$ cat src/sv/paged_memory_cache_policy_unit_defines.svh
// assertion macros for the paged memory cache policy unit
// no dependencies; define ASSERT_OFF to drop every check
`ifndef PAGED_MEMORY_CACHE_POLICY_UNIT_DEFINES_SVH
`define PAGED_MEMORY_CACHE_POLICY_UNIT_DEFINES_SVH
`ifndef ASSERT_OFF
`define PMCP_ASSERT_SAME(label, clk, rst_n, a, b) \
    label: assert property (@(posedge clk) disable iff (!rst_n) (a) |-> (b)) \
        else $error("pmcp check failed");
`define PMCP_ASSERT_NEXT(label, clk, rst_n, a, b) \
    label: assert property (@(posedge clk) disable iff (!rst_n) (a) |=> (b)) \
        else $error("pmcp check failed");
`else
`define PMCP_ASSERT_SAME(label, clk, rst_n, a, b)
`define PMCP_ASSERT_NEXT(label, clk, rst_n, a, b)
`endif
`endif

$ cat src/sv/pmcp_pkg.sv
// shared types, codes and defaults of the paged memory cache policy unit
// no dependencies
package pmcp_pkg;

    localparam int CODE_SLOTS_DEF  = 64;
    localparam int DATA_SLOTS_DEF  = 16;
    localparam int STACK_SLOTS_DEF = 16;
    localparam int PAGE_BYTES_DEF  = 256;

    localparam int CFG_IDX_W = 3;

    typedef enum logic [CFG_IDX_W-1:0] {
        CFG_CODE_START  = 3'd0,
        CFG_CODE_END    = 3'd1,
        CFG_DATA_START  = 3'd2,
        CFG_DATA_END    = 3'd3,
        CFG_STACK_START = 3'd4,
        CFG_STACK_END   = 3'd5,
        CFG_BSS_START   = 3'd6
    } t_cfg_idx;

    typedef enum logic [1:0] {
        KIND_READ  = 2'd0,
        KIND_WRITE = 2'd1,
        KIND_FETCH = 2'd2
    } t_kind;

    typedef enum logic [1:0] {
        STAT_OK       = 2'd0,
        STAT_CROSS    = 2'd1,
        STAT_CODE_WR  = 2'd2,
        STAT_NO_SECT  = 2'd3
    } t_status;

    typedef enum logic [1:0] {
        SEC_CODE  = 2'd0,
        SEC_DATA  = 2'd1,
        SEC_STACK = 2'd2
    } t_region;

    typedef enum logic [1:0] {
        FILL_NONE  = 2'd0,
        FILL_RO    = 2'd1,
        FILL_RW    = 2'd2,
        FILL_ZERO  = 2'd3
    } t_fill;

    typedef enum logic [1:0] {
        ST_IDLE,
        ST_CHECK,
        ST_PICK,
        ST_RESOLVE
    } t_state;

    typedef struct packed {
        logic [1:0]  kind;
        logic [31:0] address;
        logic [2:0]  access_size;
        logic [15:0] random_value;
    } t_in_word;

    typedef struct packed {
        logic [1:0]  status;
        logic        hit;
        logic [1:0]  region;
        logic [5:0]  slot;
        logic [7:0]  page_offset;
        logic        writeback;
        logic [31:0] writeback_page;
        logic [1:0]  fill_action;
        logic [31:0] create_from;
        logic [31:0] create_to;
    } t_out_word;

    typedef struct packed {
        logic look;
        logic pick;
        logic wr;
    } t_row_ctl;

    typedef struct packed {
        logic hit;
        logic victim_used;
    } t_row_res;

endpackage

$ cat src/sv/pmcp_cell.sv
// one slot cell: page tag, used bit, compare and scan chain link
// depends on pmcp_pkg
module pmcp_cell
    import pmcp_pkg::*;
#(
    parameter int TAG_W = 24
) (
    input  logic             i_clk,
    input  logic             i_rst_n,
    input  logic [TAG_W-1:0] i_tag,
    input  logic             i_we,
    input  logic             i_done,
    output logic             o_done,
    output logic             o_stop,
    output logic             o_hit,
    output logic [TAG_W-1:0] o_tag,
    output logic             o_used
);

    logic [TAG_W-1:0] r_tag;
    logic             r_used;
    logic             match;

    always_ff @(posedge i_clk) begin
        if (!i_rst_n) begin
            r_used <= 1'b0;
        end else if (i_we) begin
            r_used <= 1'b1;
        end
    end

    always_ff @(posedge i_clk) begin
        if (i_we) begin
            r_tag <= i_tag;
        end
    end

    assign match  = r_used && (r_tag == i_tag);
    assign o_hit  = !i_done && match;
    assign o_stop = !i_done && (match || !r_used);
    assign o_done = i_done || match || !r_used;
    assign o_tag  = r_tag;
    assign o_used = r_used;

endmodule

$ cat src/sv/pmcp_row.sv
// row of slot cells for one section, with scan result and victim choice
// depends on pmcp_pkg and pmcp_cell
module pmcp_row
    import pmcp_pkg::*;
#(
    parameter int N     = 16,
    parameter int TAG_W = 24,
    parameter int IDX_W = (N > 1) ? $clog2(N) : 1
) (
    input  logic             i_clk,
    input  logic             i_rst_n,
    input  t_row_ctl         i_ctl,
    input  logic [TAG_W-1:0] i_tag,
    input  logic [15:0]      i_rnd,
    output t_row_res         o_res,
    output logic [IDX_W-1:0] o_slot,
    output logic [TAG_W-1:0] o_victim_tag
);

    localparam logic [32:0] RECIP = 33'((64'd1 << 32) / N + 64'd1);

    logic [N:0]       done;
    logic [N-1:0]     stop;
    logic [N-1:0]     hitv;
    logic [N-1:0]     usedv;
    logic [TAG_W-1:0] tagv [N];
    logic [IDX_W-1:0] stop_idx;
    logic [48:0]      prod;
    logic [15:0]      rem;

    logic             r_hit;
    logic             r_full;
    logic [IDX_W-1:0] r_stop;
    logic [15:0]      r_q;
    logic [IDX_W-1:0] r_slot;

    assign done[0] = 1'b0;

    for (genvar g = 0; g < N; g++) begin : g_cell
        pmcp_cell #(.TAG_W(TAG_W)) u_cell (
            .i_clk  (i_clk),
            .i_rst_n(i_rst_n),
            .i_tag  (i_tag),
            .i_we   (i_ctl.wr && (r_slot == IDX_W'(g))),
            .i_done (done[g]),
            .o_done (done[g+1]),
            .o_stop (stop[g]),
            .o_hit  (hitv[g]),
            .o_tag  (tagv[g]),
            .o_used (usedv[g])
        );
    end

    always_comb begin
        stop_idx = '0;
        for (int i = 0; i < N; i++) begin
            if (stop[i]) begin
                stop_idx = stop_idx | IDX_W'(i);
            end
        end
    end

    assign prod = 49'(i_rnd) * 49'(RECIP);
    assign rem  = i_rnd - 16'(r_q * 16'(N));

    always_ff @(posedge i_clk) begin
        if (i_ctl.look) begin
            r_hit  <= |hitv;
            r_full <= !done[N];
            r_stop <= stop_idx;
            r_q    <= prod[47:32];
        end
        if (i_ctl.pick) begin
            r_slot <= r_full ? IDX_W'(rem) : r_stop;
        end
    end

    assign o_res.hit         = r_hit;
    assign o_res.victim_used = usedv[r_slot];
    assign o_slot            = r_slot;
    assign o_victim_tag      = tagv[r_slot];

endmodule

$ cat src/sv/paged_memory_cache_policy_unit.sv
// One access passes from acceptance to result through the check, pick and resolve
// states: the section and page check together with a scan of every section's row
// of slot cells, the victim pick (random value modulo the slot count by reciprocal
// multiply), and the update of slots and marks into the output register. A new
// access is taken once the previous one has reached the output register; that
// register lets the next access start while a result waits.
// top level; depends on pmcp_pkg, pmcp_row and the defines header
`include "paged_memory_cache_policy_unit_defines.svh"
module paged_memory_cache_policy_unit
    import pmcp_pkg::*;
#(
    parameter int CODE_SLOTS  = CODE_SLOTS_DEF,
    parameter int DATA_SLOTS  = DATA_SLOTS_DEF,
    parameter int STACK_SLOTS = STACK_SLOTS_DEF,
    parameter int PAGE_BYTES  = PAGE_BYTES_DEF
) (
    input  logic                 i_clk,
    input  logic                 i_rst_n,
    input  logic                 i_cfg_we,
    input  logic [CFG_IDX_W-1:0] i_cfg_idx,
    input  logic [31:0]          i_cfg_data,
    input  logic                 i_in_valid,
    output logic                 o_in_stall,
    input  t_in_word             i_in,
    output logic                 o_out_valid,
    input  logic                 i_out_stall,
    output t_out_word            o_out
);

    localparam int SH      = $clog2(PAGE_BYTES);
    localparam int TAG_W   = 32 - SH;
    localparam int CODE_IW = (CODE_SLOTS > 1) ? $clog2(CODE_SLOTS) : 1;
    localparam int DATA_IW = (DATA_SLOTS > 1) ? $clog2(DATA_SLOTS) : 1;
    localparam int STK_IW  = (STACK_SLOTS > 1) ? $clog2(STACK_SLOTS) : 1;

    t_state      r_state, n_state;
    t_in_word    r_in;
    t_status     r_status;
    t_region     r_sec;
    t_out_word   r_out, n_out;
    logic        r_out_valid;
    logic [31:0] r_code_start, r_code_end, r_data_start, r_data_end;
    logic [31:0] r_stack_start, r_stack_end;
    logic [31:0] r_dhm, n_dhm, r_slm, n_slm;

    logic        in_acc, out_free, do_res;
    t_row_ctl    ctl_c, ctl_d, ctl_s;
    t_row_res    res_c, res_d, res_s;
    logic [CODE_IW-1:0] slot_c;
    logic [DATA_IW-1:0] slot_d;
    logic [STK_IW-1:0]  slot_s;
    logic [TAG_W-1:0]   vtag_d, vtag_s;

    logic [TAG_W-1:0] tag;
    logic [31:0]      page, last;
    logic [2:0]       size;
    logic             is_fetch, is_write, wr_c, wr_d, wr_s;
    t_status          chk_status;
    t_region          chk_sec;

    assign tag  = r_in.address[31:SH];
    assign page = {tag, SH'(0)};

    always_comb begin
        n_state = r_state;
        case (r_state)
            ST_IDLE:    if (in_acc) n_state = ST_CHECK;
            ST_CHECK:   n_state = ST_PICK;
            ST_PICK:    n_state = ST_RESOLVE;
            ST_RESOLVE: if (out_free) n_state = ST_IDLE;
            default:    n_state = ST_IDLE;
        endcase
    end

    always_comb begin
        o_in_stall = 1'b1;
        ctl_c      = '0;
        ctl_d      = '0;
        ctl_s      = '0;
        do_res     = 1'b0;
        case (r_state)
            ST_IDLE:    o_in_stall = 1'b0;
            ST_CHECK: begin
                ctl_c.look = 1'b1;
                ctl_d.look = 1'b1;
                ctl_s.look = 1'b1;
            end
            ST_PICK: begin
                ctl_c.pick = 1'b1;
                ctl_d.pick = 1'b1;
                ctl_s.pick = 1'b1;
            end
            ST_RESOLVE: do_res = out_free;
            default:    o_in_stall = 1'b1;
        endcase
        ctl_c.wr = do_res && wr_c;
        ctl_d.wr = do_res && wr_d;
        ctl_s.wr = do_res && wr_s;
    end

    assign in_acc   = i_in_valid && !o_in_stall;
    assign out_free = !r_out_valid || !i_out_stall;

    // page and section check
    always_comb begin
        is_fetch   = (r_in.kind == KIND_FETCH);
        is_write   = (r_in.kind == KIND_WRITE);
        size       = is_fetch ? 3'd4 : r_in.access_size;
        last       = r_in.address + 32'(size) - 32'd1;
        chk_status = STAT_OK;
        chk_sec    = SEC_CODE;
        if (last[31:SH] != tag) begin
            chk_status = STAT_CROSS;
        end else if (is_fetch) begin
            chk_sec = SEC_CODE;
        end else if (page >= r_code_start && page < r_code_end) begin
            if (is_write) chk_status = STAT_CODE_WR;
        end else if (page >= r_data_start && page < r_data_end) begin
            chk_sec = SEC_DATA;
        end else if (page >= r_stack_start && page < r_stack_end) begin
            chk_sec = SEC_STACK;
        end else begin
            chk_status = STAT_NO_SECT;
        end
    end

    pmcp_row #(.N(CODE_SLOTS), .TAG_W(TAG_W), .IDX_W(CODE_IW)) u_code_row (
        .i_clk(i_clk), .i_rst_n(i_rst_n), .i_ctl(ctl_c), .i_tag(tag),
        .i_rnd(r_in.random_value), .o_res(res_c), .o_slot(slot_c),
        .o_victim_tag()
    );

    pmcp_row #(.N(DATA_SLOTS), .TAG_W(TAG_W), .IDX_W(DATA_IW)) u_data_row (
        .i_clk(i_clk), .i_rst_n(i_rst_n), .i_ctl(ctl_d), .i_tag(tag),
        .i_rnd(r_in.random_value), .o_res(res_d), .o_slot(slot_d),
        .o_victim_tag(vtag_d)
    );

    pmcp_row #(.N(STACK_SLOTS), .TAG_W(TAG_W), .IDX_W(STK_IW)) u_stack_row (
        .i_clk(i_clk), .i_rst_n(i_rst_n), .i_ctl(ctl_s), .i_tag(tag),
        .i_rnd(r_in.random_value), .o_res(res_s), .o_slot(slot_s),
        .o_victim_tag(vtag_s)
    );

    // result and mark update
    always_comb begin
        n_out             = '0;
        n_out.page_offset = 8'(r_in.address[SH-1:0]);
        n_out.status      = r_status;
        n_dhm             = r_dhm;
        n_slm             = r_slm;
        wr_c              = 1'b0;
        wr_d              = 1'b0;
        wr_s              = 1'b0;
        if (r_status == STAT_OK) begin
            n_out.region = r_sec;
            case (r_sec)
                SEC_CODE: begin
                    n_out.hit  = res_c.hit;
                    n_out.slot = 6'(slot_c);
                    if (!res_c.hit) begin
                        wr_c              = 1'b1;
                        n_out.fill_action = FILL_RO;
                    end
                end
                SEC_DATA: begin
                    n_out.hit  = res_d.hit;
                    n_out.slot = 6'(slot_d);
                    if (!res_d.hit) begin
                        wr_d                 = 1'b1;
                        n_out.writeback      = res_d.victim_used;
                        n_out.writeback_page = res_d.victim_used ?
                                               {vtag_d, SH'(0)} : 32'd0;
                        if (page >= r_dhm) begin
                            n_out.create_from = r_dhm;
                            n_out.create_to   = page + 32'(PAGE_BYTES);
                            n_dhm             = page + 32'(PAGE_BYTES);
                            n_out.fill_action = FILL_ZERO;
                        end else begin
                            n_out.fill_action = FILL_RW;
                        end
                    end
                end
                SEC_STACK: begin
                    n_out.hit  = res_s.hit;
                    n_out.slot = 6'(slot_s);
                    if (!res_s.hit) begin
                        wr_s                 = 1'b1;
                        n_out.writeback      = res_s.victim_used;
                        n_out.writeback_page = res_s.victim_used ?
                                               {vtag_s, SH'(0)} : 32'd0;
                        if (page < r_slm) begin
                            n_out.create_from = page;
                            n_out.create_to   = r_slm;
                            n_slm             = page;
                            n_out.fill_action = FILL_ZERO;
                        end else begin
                            n_out.fill_action = FILL_RW;
                        end
                    end
                end
                default: n_out.region = SEC_CODE;
            endcase
        end
    end

    always_ff @(posedge i_clk) begin
        if (!i_rst_n) begin
            r_state     <= ST_IDLE;
            r_out_valid <= 1'b0;
        end else begin
            r_state <= n_state;
            if (do_res) begin
                r_out_valid <= 1'b1;
            end else if (!i_out_stall) begin
                r_out_valid <= 1'b0;
            end
        end
    end

    always_ff @(posedge i_clk) begin
        if (in_acc) r_in <= i_in;
        if (r_state == ST_CHECK) begin
            r_status <= chk_status;
            r_sec    <= chk_sec;
        end
        if (do_res) r_out <= n_out;
    end

    always_ff @(posedge i_clk) begin
        if (!i_rst_n) begin
            r_code_start  <= '0;
            r_code_end    <= '0;
            r_data_start  <= '0;
            r_data_end    <= '0;
            r_stack_start <= '0;
            r_stack_end   <= '0;
            r_dhm         <= '0;
            r_slm         <= '0;
        end else if (i_cfg_we) begin
            case (i_cfg_idx)
                CFG_CODE_START:  r_code_start  <= i_cfg_data;
                CFG_CODE_END:    r_code_end    <= i_cfg_data;
                CFG_DATA_START:  r_data_start  <= i_cfg_data;
                CFG_DATA_END:    r_data_end    <= i_cfg_data;
                CFG_STACK_START: r_stack_start <= i_cfg_data;
                CFG_STACK_END: begin
                    r_stack_end <= i_cfg_data;
                    r_slm       <= {i_cfg_data[31:SH], SH'(0)};
                end
                CFG_BSS_START:   r_dhm <= {i_cfg_data[31:SH], SH'(0)};
                default:         r_dhm <= r_dhm;
            endcase
        end else if (do_res) begin
            r_dhm <= n_dhm;
            r_slm <= n_slm;
        end
    end

    assign o_out_valid = r_out_valid;
    assign o_out       = r_out;

    `PMCP_ASSERT_NEXT(a_accept_starts, i_clk, i_rst_n, in_acc, r_state == ST_CHECK)
    `PMCP_ASSERT_NEXT(a_pick_resolves, i_clk, i_rst_n, r_state == ST_PICK, r_state == ST_RESOLVE)
    `PMCP_ASSERT_SAME(a_error_clean, i_clk, i_rst_n, o_out_valid && o_out.status != STAT_OK, !o_out.hit && o_out.fill_action == FILL_NONE && o_out.create_to == 32'd0)

endmodule

$ cat config.mk
export PLATFORM = sky130hd
export DESIGN_NAME = paged_memory_cache_policy_unit
export DESIGN_NICKNAME = d
export VERILOG_FILES = /design/src/sv/pmcp_pkg.sv /design/src/sv/pmcp_cell.sv /design/src/sv/pmcp_row.sv /design/src/sv/paged_memory_cache_policy_unit.sv
export VERILOG_INCLUDE_DIRS = /design/src /design/src/sv
export SDC_FILE = /design/constraint.sdc
export NUM_CORES = 2
export LEC_CHECK = 0
export BUFFER_PORTS_ARGS = -buffer_cell sky130_fd_sc_hd__buf_2
export CAP_MARGIN = 20
export CORE_ASPECT_RATIO = 2
export CORE_MARGIN = 4
export CORE_UTILIZATION = 45
export DETAILED_ROUTE_END_ITERATION = 6
export MAX_ROUTING_LAYER = met4
export PLACE_DENSITY_LB_ADDON = 0.08
export SKIP_CTS_REPAIR_TIMING = 1
export SLEW_MARGIN = 10
export SYNTH_ARGS = -nofsm -noshare
export SYNTH_HDL_FRONTEND = slang
export SYNTH_SLANG_ARGS = --single-unit
$ cat constraint.sdc
create_clock -name i_clk -period 11.4 [get_ports i_clk]
set_input_delay 1.14 -clock i_clk [delete_from_list [all_inputs] [get_ports i_clk]]
set_output_delay 1.14 -clock i_clk [all_outputs]
set_load 0.01 [all_outputs]
# Word level (Yosys, flattened, before mapping)
# Index checks and enable logic that the tools add are counted.
# Widths: inputs -> output; s select.
dict set report word_totals {
  ff_bits 2868
  input_bits 93
  output_inout_bits 120
  word_cells 1926
}
dict set report op_classes {
  addsub 5
  magnitude_cmp 12
  eq_ne 319
  muxes 454
  bitwise_logic 2
  n_reduce_logical 893
}
# cell count
set ops {}
lappend ops {{$eq 24x24->1} 96}
lappend ops {{$mux 32} 68}
lappend ops {{$mux 99} 6}
lappend ops {{$mux 64} 9}
lappend ops {{$logic_and 1x1->1} 385}
lappend ops {{$logic_or 1x1->1} 283}
lappend ops {{$mux 1} 236}
lappend ops {{$ne 2x1->1 const B} 103}
lappend ops {{$logic_not 1->1} 194}
lappend ops {{$bmux 24 s4} 2}
lappend ops {{$eq 6x6->1 const B} 32}
lappend ops {{$ge 32x32->1} 4}
lappend ops {{$lt 32x32->1} 4}
lappend ops {{$pmux 64 s2} 1}
lappend ops {{$mux 2} 63}
lappend ops {{$eq 6x5->1 const B} 16}
lappend ops {{$mux 24} 4}
lappend ops {{$mux 5} 16}
lappend ops {{$mux 4} 18}
lappend ops {{$pmux 33 s2} 1}
lappend ops {{$eq 4x4->1 const B} 16}
lappend ops {{$reduce_or 64->1} 1}
lappend ops {{$mux 3} 21}
lappend ops {{$eq 6x4->1 const B} 8}
lappend ops {{other kinds (43)} 98}

# Depth between registers and ports, before layout
dict set report logic_depth {
  ltp_word 130
  depth_mapped 20
  mapped_depth_nobuf 15
}

# Cells and area by module
# A second synthesis with hierarchy kept.
dict set report unflattened {
  cells_unflattened 10273
  area_unflattened_um2 143009.7
}
# mod n_inst cells_each area_each_um2 seq_area_each_um2
set by_module_without_submodules {}
lappend by_module_without_submodules {pmcp_cell 96 63 1043.5 740.7}
lappend by_module_without_submodules {paged_memory_cache_policy_unit 1 2611 22490.3 9399.0}
lappend by_module_without_submodules {{pmcp_row (u_code_row)} 1 1074 13299.0 420.4}
lappend by_module_without_submodules {{pmcp_row (u_data_row ...)} 2 270 3522.1 300.3}

# Worst setup path after synthesis
# Ideal clock, no wire load.
dict set report synth_path {
  kind {in2reg}
  startpoint {in i_out_stall}
  endpoint {reg u_data_row.g_cell[0].u_cell.r_tag[0], enable pin}
  setup_time_ps 437
  arrival_time_ps 9249
  required_ps 10963
  path_slack_ps 1714
  path_stages 5
  path_buffers 0
  path_cell_list {a21boi_1 nand2_1 or2_2 or3_1 nor3_1}
}
dict set report synth_between {
  elab_chain_cells 5
}
# element line_no
set synth_rtl {}
lappend synth_rtl {{from (decl)} paged_memory_cache_policy_unit.sv:26} ;# input logic i_out_stall,
lappend synth_rtl {{$logic_not 1->1} --}
lappend synth_rtl {{$logic_or 1x1->1} paged_memory_cache_policy_unit.sv:102} ;# assign out_free = !r_out_valid || !i_out_stall;
lappend synth_rtl {{$mux 1} paged_memory_cache_policy_unit.sv:81} ;# case (r_state)
lappend synth_rtl {{$logic_and 1x1->1} paged_memory_cache_policy_unit.sv:97} ;# ctl_d.wr = do_res && wr_d;
lappend synth_rtl {{$logic_and 1x1->1} pmcp_row.sv:44} ;# .i_we (i_ctl.wr && (r_slot == IDX_W'(g))),
lappend synth_rtl {{via u_data_row.g_cell[0].u_cell.i_we} pmcp_cell.sv:11} ;# input logic i_we,
lappend synth_rtl {{to (signal assigned)} pmcp_cell.sv:34} ;# r_tag <= i_tag;
lappend synth_rtl {{to (decl)} pmcp_cell.sv:20} ;# logic [TAG_W-1:0] r_tag;
# The timed path passes the listed nets, and every way through them passes these cells.
# A chain may end at the register's enable or synchronous reset.

# Worst setup path after layout
dict set report layout_path {
  startpoint {reg r_in (netlist bit page[10])}
  endpoint {reg r_status[0], data pin}
}
dict set report layout_between {
  elab_chain_cells 16
  elab_cells_between_ends 26
  cone_classes {2 x add/sub; 6 x order compare; 1 x eq/ne; 14 x mux; 3 x reduce/logical}
}
# element line_no
set layout_rtl {}
lappend layout_rtl {{from (decl)} paged_memory_cache_policy_unit.sv:37} ;# t_in_word r_in;
lappend layout_rtl {{from (signal assigned)} paged_memory_cache_policy_unit.sv:222} ;# if (in_acc) r_in <= i_in;
lappend layout_rtl {{$ge 32x32->1 / $lt 32x32->1 (equally long branches)} paged_memory_cache_policy_unit.sv:120} ;# end else if (page >= r_stack_start && page < r_stack_end) begin
lappend layout_rtl {{$logic_and 1x1->1} paged_memory_cache_policy_unit.sv:120}
lappend layout_rtl {{$mux 2} paged_memory_cache_policy_unit.sv:120}
lappend layout_rtl {{$mux 2} paged_memory_cache_policy_unit.sv:118} ;# end else if (page >= r_data_start && page < r_data_end) begin
lappend layout_rtl {{$mux 2} paged_memory_cache_policy_unit.sv:116} ;# end else if (page >= r_code_start && page < r_code_end) begin
lappend layout_rtl {{$mux 2} paged_memory_cache_policy_unit.sv:114} ;# end else if (is_fetch) begin
lappend layout_rtl {{$mux 2} paged_memory_cache_policy_unit.sv:112} ;# if (last[31:SH] != tag) begin
lappend layout_rtl {{$mux 2} paged_memory_cache_policy_unit.sv:118}
lappend layout_rtl {{$mux 2} paged_memory_cache_policy_unit.sv:116}
lappend layout_rtl {{$mux 2} paged_memory_cache_policy_unit.sv:114}
lappend layout_rtl {{$mux 2} paged_memory_cache_policy_unit.sv:112}
lappend layout_rtl {{$mux 2} paged_memory_cache_policy_unit.sv:116}
lappend layout_rtl {{$mux 2} paged_memory_cache_policy_unit.sv:114}
lappend layout_rtl {{$mux 2} paged_memory_cache_policy_unit.sv:112}
lappend layout_rtl {{$mux 2} paged_memory_cache_policy_unit.sv:114}
lappend layout_rtl {{$mux 2} paged_memory_cache_policy_unit.sv:112}
lappend layout_rtl {{to (signal assigned)} paged_memory_cache_policy_unit.sv:224} ;# r_status <= chk_status;
lappend layout_rtl {{to (decl)} paged_memory_cache_policy_unit.sv:38} ;# t_status r_status;
# Several ways; a longest one is shown, not always the timed one. The select of a mux whose other input is x is not followed.

==> results.toml <==
[sta]
fin_crit_sh_pct = 50.9
max_freq_ghz = 0.172
fin_crit_ps = 5800
hold_viol_final = 0
skew_ps = 60.3
final_max_slew_viol_count = 0
finalWorstSetupSlack_ps = 5600
rsz0062_at_grt = "no"
finalSetupTns_ps = 0
relSlewSlack_pct = 23.5
setup_viol = 0
tightestPinTransition_ps = 1140

[yosys]
synthCells = 9485
ys_top_cells_by_area = "edfxtp_1 57%, xor2_1 10%, xnor2_1 5.7%"
avgSynthCellArea_sq_um = 13.8
netlist_area_sq_um = 131000
async_reset_ff_share_pct = 0
synth-seq-area-share_pct = 61.9
yosys.area.top_type = "edfxtp_1"
synth_ff_type = "edfxtp_1"
synth_seq_cells = 2818
ys_types = 95
synth_edf_count = 2479
yosysMostFrequentCell = "edfxtp_1"
yosys_warnings = 0
netlist_top_cells_count = "2479 x edfxtp_1, 1495 x xor2_1, 851 x xnor2_1"
synth_top_area_share_pct = 56.7

[setup_path]
start_kind = "register"
path_delay_family = "compound AO/OA/AOI/OAI gates"
critPathKind = "register to register"
path_buf_inv = 3
max_stage_delay_ps = 540
required_ps = 12010
rr_endpoint = "r_status[0]"
cpMaxStageDelayCell = "a2111oi_0"
worst_ep_arrival_time_ps = 6410
cp_max_fo = 65
crit_path_end_kind = "register"
r2r_cells = 14
reg2reg_slack_ps = 5600
r2r-start = "page[10]"
crit_path_cell_trace = "buf_4 -> buf_12 -> inv_1 -> ha_1 -> and4_1 -> a2111oi_0 -> o221ai_1 -> a2111oi_0 -> a211oi_1 -> a211oi_1 -> nand4_1 -> nor4_1 -> nand4_1 -> or3b_1"

[global_route]
antenna_found_initial = 28
grt_pass1_vias = 79103
grt-ovfl-total = 0
grt_pass1_wl_um = 581000
grt_start_max_net_pins = 123
grtUsageTotal_pct = 27.5

[clocking]
cts_tree = "done"
clk_latency_ps = 900
cts_buffers = 269
ctsLongestPathBuffers = 4
cts_root_buffer = "clkbuf_16"
clk_pin_slew_worst_paths_ps = 60
htreeDepth = 5
clock_sinks = 2818

[die]
die_y_um = 772
die_area_sq_um = 301000
die_w_um = 390
pin_count = 213
rows = 280
initial_core_util_pct = 45.2
core_sq_um = 290000

[final_layout]
utilization_pct = 50.1
drive_gt1_share_pct = 12.4
syn_to_final_growth_pct = 10.9
final_cells = 13769
fill_cells = 24730
final_nets = 10094

[run_status]
violations = "design-rule violations"
status = "finished with violations"

[flow_run]
cap_violations = 0

[route]
drc_errors = 1
vias = 78049
ant_nets = 0
drt-wirelength-per-cell_um = 29.7
wirelength_um = 409000
drt_iter0_markers = 6225
first_pass_iters = 7
routed_via_density = 5.67

[pwr]
ir_drop_mv = 0.117
power_leakage_uw = 0.0472
power_density_nw_per_um2 = 184

[place]
finalWeightedCongestion = 0.930
post-place-ws_ps = 5660
place_inst = 13273
numPortBuffers = 178
dpl.hpwl_um = 272000

[worst_hold_path]
hold_end = "r_in[0]"
hp-start = "i_in[0]"
min_path_cells = 1
hp-class = "primary input to register"
## flip-flops by register name, indices dropped and copies added (netlist names), 32 cells and up
signal	count
r_code_end	32
r_code_start	32
u_data_row.g_cell.u_cell.o_tag	384
u_code_row.g_cell.u_cell.o_tag	1536
r_data_start	32
u_code_row.g_cell.u_cell.o_used	64
r_stack_start	32
r_stack_end	32
o_out	94
r_data_end	32
u_stack_row.g_cell.u_cell.o_tag	384
## report_power, final
group / switching (uW) / total [uW] / internal, uW
clock: 3930 / 8860 / 4940
sequential: 155 / 11900 / 11800
combinational: 4100 / 6020 / 1920
## metrics by stage
step           instance area [sq um]  power (uW)  hold WS [ps]
6_report                      145000       26800           426
5_1_grt                       145000       27800           387
4_1_cts                       145000       27100           368
3_5_place_dp                  137000       18300           441
3_3_place_gp                  137000       18200           439
2_1_floorplan                 131000       15900           426
## logic make-up (layout without fill, tap and decap cells)
family                   Yosys count  in the layout  synth area share [%]
XOR/XNOR                        2348           2348                  15.7
other                              1             40               0.00286
buffers and inverters            772           1210                  3.16
AO/OA/AOI/OAI                    831            831                  4.07
multiplexers                     270            270                  4.46
adder cells (fa/ha/maj)          253            253                  2.41
AND/OR/NAND/NOR                 2192           2192                  8.28
flip-flops                      2818           2818                  61.9
## how the worst max path moves through the flow
stage / start / endpoint / depth (start not counted) / slack, ps
global route: page[15] / r_status[0] / 14 / 5360
CTS: page[19] / r_status[0] / 13 / 5630
global placement: page[26] / r_status[0] / 13 / 5310
finish: page[10] / r_status[0] / 14 / 5600
detailed placement: page[10] / u_code_row.r_hit / 13 / 5660
floorplan: i_out_stall / u_data_row.g_cell[0].u_cell.o_tag[0] / 5 / 1710
## area by class of cell
type | count | area, sq um | share of cell area [%]
Antenna cell | 16 | 40.0 | 0.0275
Clock buffer | 363 | 7380 | 5.07
Clock inverter | 106 | 981 | 0.674
Inverter | 280 | 1060 | 0.728
Multi-Input combinational cell | 5918 | 46400 | 31.9
Sequential cell | 2818 | 81200 | 55.8
Tap cell | 3807 | 4760 | 3.27
Timing Repair Buffer | 461 | 3660 | 2.52
## cells in the final DEF (no fill, tap or decap), types with 24 or more instances in the layout
cell,instances
clkinv_1,39
buf_8,24
nor3_1,41
inv_1,277
buf_4,222
edfxtp_1,2479
clkinv_2,29
xnor2_1,851
nand3_1,116
a22oi_1,51
o21ai_1,47
a21oi_1,297
mux4_2,250
o21ai_0,106
xor2_1,1495
o2111ai_1,28
nand2_1,613
ha_1,253
nand2b_1,35
nor2_1,403
nand4_1,295
nor2_2,62
nor2_4,30
a21o_1,67
clkbuf_16,278
nor4_1,461
nor2b_1,27
buf_2,179
conb_1,24
dfxtp_1,339
buf_12,31
clkbuf_1,75
## layer usage
metal	part of all wire [%]	global-route usage, %	up-vias
met5	0	-	-
met2	53	48.8	2065
met3	3.9	2.67	697
met1	37	31.0	40228
met4	6.1	14.0	0
li1	-	-	35059
Note: power is estimated with default switching activity, not from simulation.
